`src/rtl/rgbcs_pkg.sv`:
```
`timescale 1ns / 1ps
// Shared types, constants and state encoding for the RGB min/max contrast stretch block.
package rgbcs_pkg;

	localparam int CHAN_BITS = 8;
	localparam int NUM_CHAN  = 3;
	localparam int CH_IDX_W  = $clog2(NUM_CHAN);

	typedef logic [CHAN_BITS-1:0]   chan_t;
	typedef logic [2*CHAN_BITS-1:0] prod_t;
	typedef logic [CH_IDX_W-1:0]    ch_idx_t;

	localparam chan_t   CHAN_MAXV = '1;
	localparam ch_idx_t LAST_CH   = ch_idx_t'(NUM_CHAN - 1);

	// action codes
	localparam logic ACT_MEASURE = 1'b0;
	localparam logic ACT_STRETCH = 1'b1;

	typedef struct packed {
		logic  action;
		logic  frame_start;
		chan_t red_in;
		chan_t green_in;
		chan_t blue_in;
	} pix_item_t;

	typedef struct packed {
		chan_t red_out;
		chan_t green_out;
		chan_t blue_out;
	} res_item_t;

	typedef enum logic [1:0] {
		ST_IDLE,
		ST_SETUP,
		ST_DIV,
		ST_DONE
	} state_t;

	typedef struct packed {
		logic busy;
		logic done;
	} div_stat_t;

endpackage

```
`src/rtl/rgbcs_div.sv`:
```
`timescale 1ns / 1ps
// Shared restoring divider: one quotient bit per cycle, quotient known to fit CHAN_BITS.
module rgbcs_div
	import rgbcs_pkg::*;
(
	input  logic      clk,
	input  logic      arst_n,
	input  logic      start,
	input  prod_t     num,
	input  chan_t     den,
	output div_stat_t stat,
	output chan_t     quo
);

	localparam int CNT_W = (CHAN_BITS > 1) ? $clog2(CHAN_BITS) : 1;
	localparam logic [CNT_W-1:0] CNT_LAST = CNT_W'(CHAN_BITS - 1);

	logic             busy_q;
	logic             done_q;
	logic [CNT_W-1:0] cnt_q;
	chan_t            rem_q;
	chan_t            bits_q;
	chan_t            den_q;
	chan_t            quo_q;

	logic [CHAN_BITS:0] shifted;
	logic [CHAN_BITS:0] trial;
	logic               take;
	chan_t              rem_next;

	always_comb begin
		shifted  = {rem_q, bits_q[CHAN_BITS-1]};
		trial    = shifted - {1'b0, den_q};
		take     = ~trial[CHAN_BITS];   // no borrow
		rem_next = take ? trial[CHAN_BITS-1:0] : shifted[CHAN_BITS-1:0];
	end

	always_ff @(posedge clk or negedge arst_n) begin
		if (!arst_n) begin
			busy_q <= 1'b0;
			done_q <= 1'b0;
			cnt_q  <= '0;
		end else begin
			done_q <= 1'b0;
			if (start) begin
				busy_q <= 1'b1;
				cnt_q  <= '0;
			end else if (busy_q) begin
				cnt_q <= cnt_q + 1'b1;
				if (cnt_q == CNT_LAST) begin
					busy_q <= 1'b0;
					done_q <= 1'b1;
				end
			end
		end
	end

	// datapath, no reset
	always_ff @(posedge clk) begin
		if (start) begin
			rem_q  <= num[2*CHAN_BITS-1:CHAN_BITS];  // already below den
			bits_q <= num[CHAN_BITS-1:0];
			den_q  <= den;
		end else if (busy_q) begin
			rem_q  <= rem_next;
			bits_q <= {bits_q[CHAN_BITS-2:0], 1'b0};
			quo_q  <= {quo_q[CHAN_BITS-2:0], take};
		end
	end

	assign stat.busy = busy_q;
	assign stat.done = done_q;
	assign quo       = quo_q;

endmodule

```
`src/rtl/rgb_min_max_contrast_stretch_top.sv`:
```
`timescale 1ns / 1ps
// Top level of the RGB min/max contrast stretch block: statistics, sequencer, output register.
//
// Usage: a frame is sent twice over the pix channel (valid/ready). In the first pass each
// item has action = measure; the block folds its red, green and blue values into running
// per-channel minimum and maximum, and frame_start on the first pixel restarts them. Measure
// items produce no result. In the second pass items have action = stretch; each channel c is
// mapped to 255*(c-min)/(max-min), truncated, clamped to 0..255, and a channel whose range is
// zero (or never measured) passes through. One result leaves on the res channel per stretch.
//
// Timing: a measure item is absorbed in the cycle it is accepted; pix_ready stays high.
// A stretch item runs its three channels in turn through one shared restoring divider
// (a setup step plus a divider run per channel; a clamped or pass-through channel needs
// only its setup step). The result is loaded into the output register as the sequencer
// returns to idle, and pix_ready returns at that same edge.
//
// Reset (arst_n low) empties the output register, returns the sequencer to idle and sets
// every minimum to 255 and every maximum to 0. When the receiver stalls, the result holds
// in the output register; measure items are still taken meanwhile, and a following stretch
// item finishes its arithmetic and then waits until the held result is taken.
module rgb_min_max_contrast_stretch_top
	import rgbcs_pkg::*;
(
	input  logic      clk,
	input  logic      arst_n,
	input  logic      pix_valid,
	output logic      pix_ready,
	input  pix_item_t pix,
	output logic      res_valid,
	input  logic      res_ready,
	output res_item_t res
);

	state_t  state_q, state_d;
	ch_idx_t ch_q, ch_d;

	chan_t low_q  [NUM_CHAN];
	chan_t high_q [NUM_CHAN];
	chan_t px_q   [NUM_CHAN];
	chan_t res_q  [NUM_CHAN];
	chan_t pix_ch [NUM_CHAN];

	res_item_t res_item_q;
	logic      res_valid_q;

	logic accept;

	// per-channel setup
	chan_t cur_v, cur_lo, cur_hi;
	chan_t diff_x, den;
	prod_t num;

	// sequencer outputs
	logic  div_start;
	logic  res_we;
	chan_t res_wd;
	logic  out_load;

	div_stat_t div_stat;
	chan_t     div_quo;

	assign pix_ch[0] = pix.red_in;
	assign pix_ch[1] = pix.green_in;
	assign pix_ch[2] = pix.blue_in;

	assign pix_ready = (state_q == ST_IDLE);
	assign accept    = pix_valid & pix_ready;

	// Operands of the channel in work. num = MAXV*(v-lo) as a shift and subtract.
	always_comb begin
		cur_v  = px_q[ch_q];
		cur_lo = low_q[ch_q];
		cur_hi = high_q[ch_q];
		diff_x = cur_v - cur_lo;
		den    = cur_hi - cur_lo;
		num    = {diff_x, {CHAN_BITS{1'b0}}} - {{CHAN_BITS{1'b0}}, diff_x};
	end

	always_ff @(posedge clk or negedge arst_n) begin
		if (!arst_n) begin
			state_q <= ST_IDLE;
			ch_q    <= '0;
		end else begin
			state_q <= state_d;
			ch_q    <= ch_d;
		end
	end

	always_comb begin
		state_d   = state_q;
		ch_d      = ch_q;
		div_start = 1'b0;
		res_we    = 1'b0;
		res_wd    = '0;
		out_load  = 1'b0;
		case (state_q)
			ST_IDLE: begin
				if (accept && pix.action == ACT_STRETCH) begin
					state_d = ST_SETUP;
					ch_d    = '0;
				end
			end
			ST_SETUP: begin
				if (cur_hi <= cur_lo) begin
					res_we = 1'b1;          // empty or zero range: pass through
					res_wd = cur_v;
				end else if (cur_v <= cur_lo) begin
					res_we = 1'b1;
					res_wd = '0;
				end else if (cur_v >= cur_hi) begin
					res_we = 1'b1;
					res_wd = CHAN_MAXV;
				end else begin
					div_start = 1'b1;
					state_d   = ST_DIV;
				end
				if (res_we) begin
					if (ch_q == LAST_CH) begin
						state_d = ST_DONE;
					end else begin
						ch_d = ch_q + 1'b1;
					end
				end
			end
			ST_DIV: begin
				if (div_stat.done) begin
					res_we = 1'b1;
					res_wd = div_quo;
					if (ch_q == LAST_CH) begin
						state_d = ST_DONE;
					end else begin
						ch_d    = ch_q + 1'b1;
						state_d = ST_SETUP;
					end
				end
			end
			ST_DONE: begin
				if (!res_valid_q || res_ready) begin
					out_load = 1'b1;
					state_d  = ST_IDLE;
				end
			end
			default: begin
				state_d = ST_IDLE;
			end
		endcase
	end

	// Running statistics, updated by measure items.
	always_ff @(posedge clk or negedge arst_n) begin
		if (!arst_n) begin
			for (int i = 0; i < NUM_CHAN; i++) begin
				low_q[i]  <= CHAN_MAXV;
				high_q[i] <= '0;
			end
		end else if (accept && pix.action == ACT_MEASURE) begin
			for (int i = 0; i < NUM_CHAN; i++) begin
				if (pix.frame_start) begin
					low_q[i]  <= pix_ch[i];
					high_q[i] <= pix_ch[i];
				end else begin
					if (pix_ch[i] < low_q[i]) begin
						low_q[i] <= pix_ch[i];
					end
					if (pix_ch[i] > high_q[i]) begin
						high_q[i] <= pix_ch[i];
					end
				end
			end
		end
	end

	// Pixel capture and per-channel results.
	always_ff @(posedge clk) begin
		if (accept && pix.action == ACT_STRETCH) begin
			for (int i = 0; i < NUM_CHAN; i++) begin
				px_q[i] <= pix_ch[i];
			end
		end
		if (res_we) begin
			res_q[ch_q] <= res_wd;
		end
	end

	// Output register.
	always_ff @(posedge clk or negedge arst_n) begin
		if (!arst_n) begin
			res_valid_q <= 1'b0;
		end else if (out_load) begin
			res_valid_q <= 1'b1;
		end else if (res_ready) begin
			res_valid_q <= 1'b0;
		end
	end

	always_ff @(posedge clk) begin
		if (out_load) begin
			res_item_q.red_out   <= res_q[0];
			res_item_q.green_out <= res_q[1];
			res_item_q.blue_out  <= res_q[2];
		end
	end

	assign res_valid = res_valid_q;
	assign res       = res_item_q;

	rgbcs_div u_div (
		.clk    (clk),
		.arst_n (arst_n),
		.start  (div_start),
		.num    (num),
		.den    (den),
		.stat   (div_stat),
		.quo    (div_quo)
	);

endmodule

```
`config.mk`:
```
export PLATFORM = sky130hd
export DESIGN_NAME = rgb_min_max_contrast_stretch_top
export DESIGN_NICKNAME = d
export VERILOG_FILES = /design/src/rtl/rgbcs_pkg.sv /design/src/rtl/rgbcs_div.sv /design/src/rtl/rgb_min_max_contrast_stretch_top.sv
export SDC_FILE = /design/constraint.sdc
export NUM_CORES = 1
export LEC_CHECK = 0
export BUFFER_PORTS_ARGS = -buffer_cell sky130_fd_sc_hd__buf_2
export CELL_PAD_IN_SITES_DETAIL_PLACEMENT = 2
export CELL_PAD_IN_SITES_GLOBAL_PLACEMENT = 2
export CORE_MARGIN = 2
export CORE_UTILIZATION = 44
export CTS_CLUSTER_DIAMETER = 60
export CTS_CLUSTER_SIZE = 30
export DETAILED_ROUTE_END_ITERATION = 10
export PLACE_DENSITY_LB_ADDON = 0.3
export SYNTH_ARGS = -nofsm -noshare
export SYNTH_HDL_FRONTEND = slang
export SYNTH_SLANG_ARGS = --single-unit
```
`constraint.sdc`:
```
create_clock -name clk -period 7.6 [get_ports clk]
set_input_delay 0.76 -clock clk [delete_from_list [all_inputs] [get_ports clk]]
set_output_delay 0.76 -clock clk [all_outputs]
set_load 0.01 [all_outputs]
```
Yosys cells after proc, flatten, opt, wreduce, memory -nomap -nowiden. Memory sizes are Yosys's and may differ from the RTL's. A register that Yosys moved wholly into a read port is not among the register bits. Index checks and enable logic that the tools add are counted.

Bits in registers: 90. RAM bits: 48. Output and inout bits: 26. Word-level logic and storage cells: 140. Memories kept: 2.

Add/subtract/negate cells: 6. $lt $le $gt $ge: 10. Eq/ne operators: 9. Muxes and demuxes: 69. Bitwise gates (word level): 5. Reductions and logical operators: 23.

Memory list: px_q (depth 3, bits a word 8, rd ports 1, clocked after Yosys merged registers in 0, wr ports 3, line rgb_min_max_contrast_stretch_top.sv:39) `chan_t px_q [NUM_CHAN];`; res_q (depth 3, bits a word 8, rd ports 3, clocked after Yosys merged registers in 3, wr ports 1, line rgb_min_max_contrast_stretch_top.sv:40) `chan_t res_q [NUM_CHAN];`.

Operator list (number): two-way mux 8 bit (25); binary-select mux 8 bit (select 2 bit) (2); two-way mux 2 bit (13); greater-than comparator 8 bit (3); < comparator 8 bit (3); two-way mux 1 bit (23); less-or-equal comparator 8 bit (2); case mux 8 bit (2 select lines) (1); nonzero test 2 bit (8); subtractor 16 x 8 -> 16 bit (1); subtractor 8 bit (2); AND reduction 2 bit (7); subtractor 9 x 8 -> 9 bit (1); greater-or-equal comparator 8 bit (1); case mux 2 bit (4 select lines) (1); equality test 2 bit (second input constant) (3); two-way mux 3 bit (2); case mux 2 bit (3 select lines) (1); inequality test 2 x 1 -> 1 bit (second input constant) (2); inequality test 2 bit (second input constant) (2); AND reduction 4 bit (1); adder 3 x 1 -> 3 bit (second input constant) (1); equality test 3 bit (second input constant) (1); greater-or-equal comparator 3 bit (second input constant) (1); 12 further kinds (15).

Longest topological paths before layout.
Word-level depth: 12. Depth in mapped cells: 19. Gate-level depth less buffers: 15.

By module. From an unflattened synthesis, not the netlist that was laid out.

Cells, all modules: 942. Area total of the unflattened synthesis: 10013.4 sq um.

Modules (own cells, without submodules): rgb_min_max_contrast_stretch_top (times used 1, cells an instance 798, area each 8151.6 sq um, seq. area each 3518.4 sq um); rgbcs_div (times used 1, cells an instance 144, area each 1861.8 sq um, seq. area each 1086.0 sq um).

Worst setup path after synthesis. No wires, ideal clock.

Path type: flip-flop to flip-flop. Start: reg ch_q[1]. End: reg u_div.bits_q[0] (enable). Library setup time: 0.372 ns. Data arrival time: 3.774 ns. Data required time: 7.228 ns. Path slack: 3.454 ns. Stages on the path, launching flop included: 17. Buffers on the path: 5. Period minus slack after synthesis: 4.146 ns. Path through: dfrtp_1 > clkbuf_1 > buf_1 > mux2i_1 > nor2_1 > a21oi_1 > inv_1 > fa_1 > nand2b_1 > a211oi_2 > o22a_1 > buf_4 > o221a_2 > nand3_2 > buf_6 > buf_2 > nand2_1.

Longest elaborated chain between the ends: 10. Elaborated cells on any way between the ends: 16.

RTL lines: start: declaration (line rgb_min_max_contrast_stretch_top.sv:35) `ch_idx_t ch_q, ch_d;`; start signal: assignment (line rgb_min_max_contrast_stretch_top.sv:85) `ch_q <= ch_d;`; inverter 2 -> 3 bit (implied by the code) (line rgb_min_max_contrast_stretch_top.sv:72, rgb_min_max_contrast_stretch_top.sv:73); binary-select mux 8 bit (select 2 bit) (line rgb_min_max_contrast_stretch_top.sv:73) `cur_hi = high_q[ch_q];`; two-way mux 8 bit (implied by the code) (2 in a row) (line rgb_min_max_contrast_stretch_top.sv:73); greater-or-equal comparator 8 bit (line rgb_min_max_contrast_stretch_top.sv:110) `end else if (cur_v >= cur_hi) begin`; two-way mux 1 bit (line rgb_min_max_contrast_stretch_top.sv:110); two-way mux 1 bit (line rgb_min_max_contrast_stretch_top.sv:107) `end else if (cur_v <= cur_lo) begin`; two-way mux 1 bit * (line rgb_min_max_contrast_stretch_top.sv:104) `if (cur_hi <= cur_lo) begin`; two-way mux 1 bit * (line rgb_min_max_contrast_stretch_top.sv:96) `case (state_q)`; nonzero test 2 bit (no source line) *; end signal: assignment (line rgbcs_div.sv:62) `bits_q <= num[CHAN_BITS-1:0];`; end signal: assignment (line rgbcs_div.sv:66) `bits_q <= {bits_q[CHAN_BITS-2:0], 1'b0};`; end: declaration (line rgbcs_div.sv:22) `chan_t bits_q;`.

Mark *: on every way between the ends. The rest lies on a longest branch, timed or not. The select of a mux whose other input is x is not followed. A chain may end at the register's enable or synchronous reset.

Worst setup path after layout.
Start: reg ch_q[1]. End: reg u_div.rem_q[6], data pin.

Longest elaborated chain between the ends: 10. Elaborated cells on any way between the ends: 18.

RTL lines: inverter 2 -> 3 bit (implied by the code) (line rgb_min_max_contrast_stretch_top.sv:72, rgb_min_max_contrast_stretch_top.sv:73); binary-select mux 8 bit (select 2 bit) (line rgb_min_max_contrast_stretch_top.sv:73); two-way mux 8 bit (implied by the code) (2 in a row) (line rgb_min_max_contrast_stretch_top.sv:73); greater-or-equal comparator 8 bit (line rgb_min_max_contrast_stretch_top.sv:110); two-way mux 1 bit (line rgb_min_max_contrast_stretch_top.sv:110); two-way mux 1 bit (line rgb_min_max_contrast_stretch_top.sv:107); two-way mux 1 bit * (line rgb_min_max_contrast_stretch_top.sv:104); two-way mux 1 bit * (line rgb_min_max_contrast_stretch_top.sv:96); named net div_start (line rgb_min_max_contrast_stretch_top.sv:54) `logic div_start;`; two-way mux 8 bit * (line rgbcs_div.sv:60) `if (start) begin`; end signal: assignment (line rgbcs_div.sv:61) `rem_q <= num[2*CHAN_BITS-1:CHAN_BITS];`; end signal: assignment (line rgbcs_div.sv:65) `rem_q <= rem_next;`; end: declaration (line rgbcs_div.sv:21) `chan_t rem_q;`.

The timed path passes the listed nets; every way through them passes the cells marked *. The select of a mux whose other input is x is not followed.

==> results.yml <==
final_layout:
  areaGrowthSynthToFinish_pct: 11.5
  layout.area.seq_um2: 4600
  layout-drive-gt1-share_pct: 19.4
  multi_input_area_um2: 4930
  finalNetCount: 1122
  final.fill_count: 2310
  insertedDiodeCount: 0
  finish.instance_area_um2: 11100
sta:
  worstMarginPinSlew_ns: 1.25
  timing.final.crit_period_ns: 5.37
  rsz_0062_raised_after_global_routing: "false"
  timing_max_transition_violations_final: 0
  setup-tns-final_ns: 0
  final_min_period_over_clock_period_pct: 70.7
  fin_skew_ns: 0.0164
  hold_viol_final: 0
  slew_headroom_pct: 16.4
  maximum_clock_rate_ghz: 0.186
  total_of_endpoints_with_negative_setup_slack_in_the_final_report: 0
clock_network:
  clk_pin_slew_ns: 0.08
  tritoncts: "built"
  htree_num_levels: 4
  cts.path.max_buffers: 2
  numClockSinks: 162
  cts_hold_buffers: 0
  clk_latency_ns: 0.46
  root_buffer: "sky130_fd_sc_hd__clkbuf_16"
  post_cts_resize_count: 0
  inserted_clock_buffers: 17
  cts_post_setup_buffers_inserted: 0
die:
  die_width_um: 155
  design.portCount: 56
  design.core.area_um2: 22400
  die_h_um: 155
  initial_core_util_pct: 44.5
  die_area_um2: 23900
  placementRows: 55
yosys:
  top_count_cell_post_synth: "sky130_fd_sc_hd__nand2_1"
  synth_top_family_by_area: "simple AND/OR/NAND/NOR gates"
  fraction_of_synthesized_cell_area_in_xor_and_xnor_cells_pct: 2.37
  synth-warning-count: 0
  synth_flop_cell: "sky130_fd_sc_hd__edfxtp_1"
  cell_area_after_technology_mapping_um2: 9970
  yosys.area_share.simple_pct: 15.4
  synth_top_cell_area_share_pct: 31.3
  synth-adder-area-share_pct: 11.6
  post_synth_mux_area_share_pct: 9.31
  synthDistinctLibCells: 69
  syn_avg_cell_area_um2: 10.5
  synth_top_cells_by_area: "sky130_fd_sc_hd__edfxtp_1 31%, sky130_fd_sc_hd__ha_1 11%, sky130_fd_sc_hd__dfrtp_1 8.5%, sky130_fd_sc_hd__dfstp_2 6.3%, sky130_fd_sc_hd__mux2_2 6.1%"
  synth_compound_gate_area_share_pct: 10.7
  synthesized_flop_and_latch_total: 162
  number_of_enable_type_register_cells_in_the_synthesized_netlist: 104
  async_reset_ff_share_pct: 35.8
  synth_nets: 1071
  synth.largest_area_cell: "sky130_fd_sc_hd__edfxtp_1"
  seq_area_frac_synth_pct: 46.2
  netlist_top_cells_count: "122 x sky130_fd_sc_hd__nand2_1, 104 x sky130_fd_sc_hd__edfxtp_1, 88 x sky130_fd_sc_hd__ha_1"
  synthesis.instances: 950
routing:
  met1_length_um: 13900
  top_signal_layer_used: "met4"
  detailroute.wirelength.met2_um: 18600
  drt_iter0_markers: 421
  wire_length_per_cell_after_detailed_routing_um: 27.2
  route.antenna.remaining_nets: 0
  first_pass_iters: 5
  remaining_design_rule_violation_count: 0
  detail_route.vias_per_cell: 6.03
  detail_route.wirelength_um: 35300
  vias: 7832
  met3_routed_length_um: 1040
placement:
  buffer_ports.inserted: 55
  placement.cell_area_um2: 10500
  post-dp-hpwl_um: 25300
  gp_congestion: 0.870
power_and_ir_drop:
  power_per_cell_area_nw_per_um2: 172
  switching_share_pct: 26.7
  pwr-share-seq_pct: 48.6
  leakagePower_nw: 4.35
  power_report.internal_total_mw: 1.40
  p_clk_share_pct: 47.5
  power.net_switching_mw: 0.511
  irDropWorstVdd_uv: 135
  combPwrFrac_pct: 3.9
hold_path:
  worst_hold_startpoint: "res_q[1][7]"
  timing.hold.worst_path_depth: 0
  min_path_type: "flop to flop"
setup_path:
  r2r_setup_slack_ns: 2.23
  crit_buf_inv: 3
  critical_path.max_stage_delay_ns: 0.92
  crit_family: "compound AO/OA/AOI/OAI gates"
  critical_path_cell_by_cell: "buf_4 -> mux2i_1 -> nor2_1 -> a21oi_1 -> inv_1 -> fa_1 -> nand2b_1 -> a211oi_2 -> o22a_1 -> o221a_2 -> nand3_2 -> inv_2 -> o21ai_0 -> a2bb2oi_1"
  r2r_cells: 14
  worstPathRequired_ns: 7.76
  critical_path_capture_point_type: "flop"
  timing.setup.critical_path_class: "flop to flop"
  worstPathArrival_ns: 5.53
  slowest_cell_on_the_critical_path: "sky130_fd_sc_hd__dfrtp_1"
  cell_depth_of_the_worst_setup_path: 14
  timing.critical_path.from: "ch_q[1]"
  worst_r2r_start: "ch_q[1]"
  crit_path_start_kind: "flop"
  worstSetupEndpoint: "u_div.rem_q[6]"
  critical_path_peak_fanout: 31
  rr_endpoint: "u_div.rem_q[6]"
grt:
  maximum_number_of_pins_on_one_net_before_global_route_repair: 59
  grt_usage_pct: 30.5
  grt-ovfl-total: 0
  via_count_of_the_first_global_routing_pass: 8889
  grt_first_pass_wirelength_um: 54500
  initial_antenna_violation_count: 0
job:
  max_cap_violations: 0
run_status:
  outcome: "finished clean"
==> power groups by stage <==
stage	Combinational [mW]	Clock, mW	Sequential (mW)
floorplan	0.0324	0	0.950
global placement	0.0697	0	0.950
detailed placement	0.0735	0	0.950
CTS	0.0756	0.918	0.931
global route	0.0829	0.946	0.931
finish	0.0747	0.909	0.931
==> cell families (layout without fill, tap and decap cells) <==
family	after synthesis	count (layout)
buf+inv	109	173
xor+xnor	24	24
simple gates	321	321
fa+ha+maj	91	91
flops	162	162
compound gates	157	157
mux	86	86
==> metal layers <==
metal	track usage [%]	vias to the layer above
met2	56.6	205
met1	34.5	4033
li1	-	3497
met4	15.7	0
met3	3.31	97
met5	0	-
==> worst min-delay path by stage <==
| stage | endpoint | slack (ns) |
|---|---|---|
| 2_1_floorplan | res[0] | 0.40 |
| 3_3_place_gp | res[12] | 0.40 |
| 3_5_place_dp | res[4] | 0.41 |
| 4_1_cts | res[22] | 0.43 |
| 5_1_grt | res[18] | 0.43 |
| 6_report | res[15] | 0.43 |
==> final cells by class <==
cell class | count | share of cell area [%]
inverter | 81 | 2.73
multi-input combinational | 679 | 44.3
clock buffer | 17 | 3.83
sequential | 162 | 41.4
clock inverter | 15 | 1.69
tap | 285 | 3.21
timing repair buffer | 60 | 2.81
==> state kept, by name, indices dropped and copies added (netlist names), 3 cells and up <==
name,flops
high_q,24
low_q,24
px_q,24
res,24
res_q,24
u_div.bits_q,8
u_div.cnt_q,3
u_div.den_q,8
u_div.quo,8
u_div.rem_q,8
==> stage by stage <==
| stage | std cells | power (mW) | hold slack [ns] | utilization, % | worst slack [ns] |
|---|---|---|---|---|---|
| floorplan | 950 | 0.983 | 0.400 | - | 3.45 |
| global placement | 1267 | 1.02 | 0.403 | 46.8 | 2.69 |
| detailed placement | 1267 | 1.02 | 0.412 | 46.8 | 2.35 |
| CTS | 1299 | 1.93 | 0.431 | 49.6 | 2.27 |
| global route | 1299 | 1.96 | 0.433 | 49.6 | 1.92 |
| finish | 1299 | 1.92 | 0.428 | 49.6 | 2.23 |
==> placed cells by master (no fill, tap or decap), types with 44 or more instances in the layout <==
master / synthesis / final
sky130_fd_sc_hd__inv_1: 79 / 79
sky130_fd_sc_hd__nand2_1: 122 / 122
sky130_fd_sc_hd__nand3_1: 56 / 56
sky130_fd_sc_hd__a21oi_1: 44 / 44
sky130_fd_sc_hd__mux2_2: 54 / 54
sky130_fd_sc_hd__nor2_1: 59 / 59
sky130_fd_sc_hd__edfxtp_1: 104 / 104
sky130_fd_sc_hd__ha_1: 88 / 88
sky130_fd_sc_hd__buf_2: 6 / 55
Note: power is estimated with default switching activity, not from simulation.
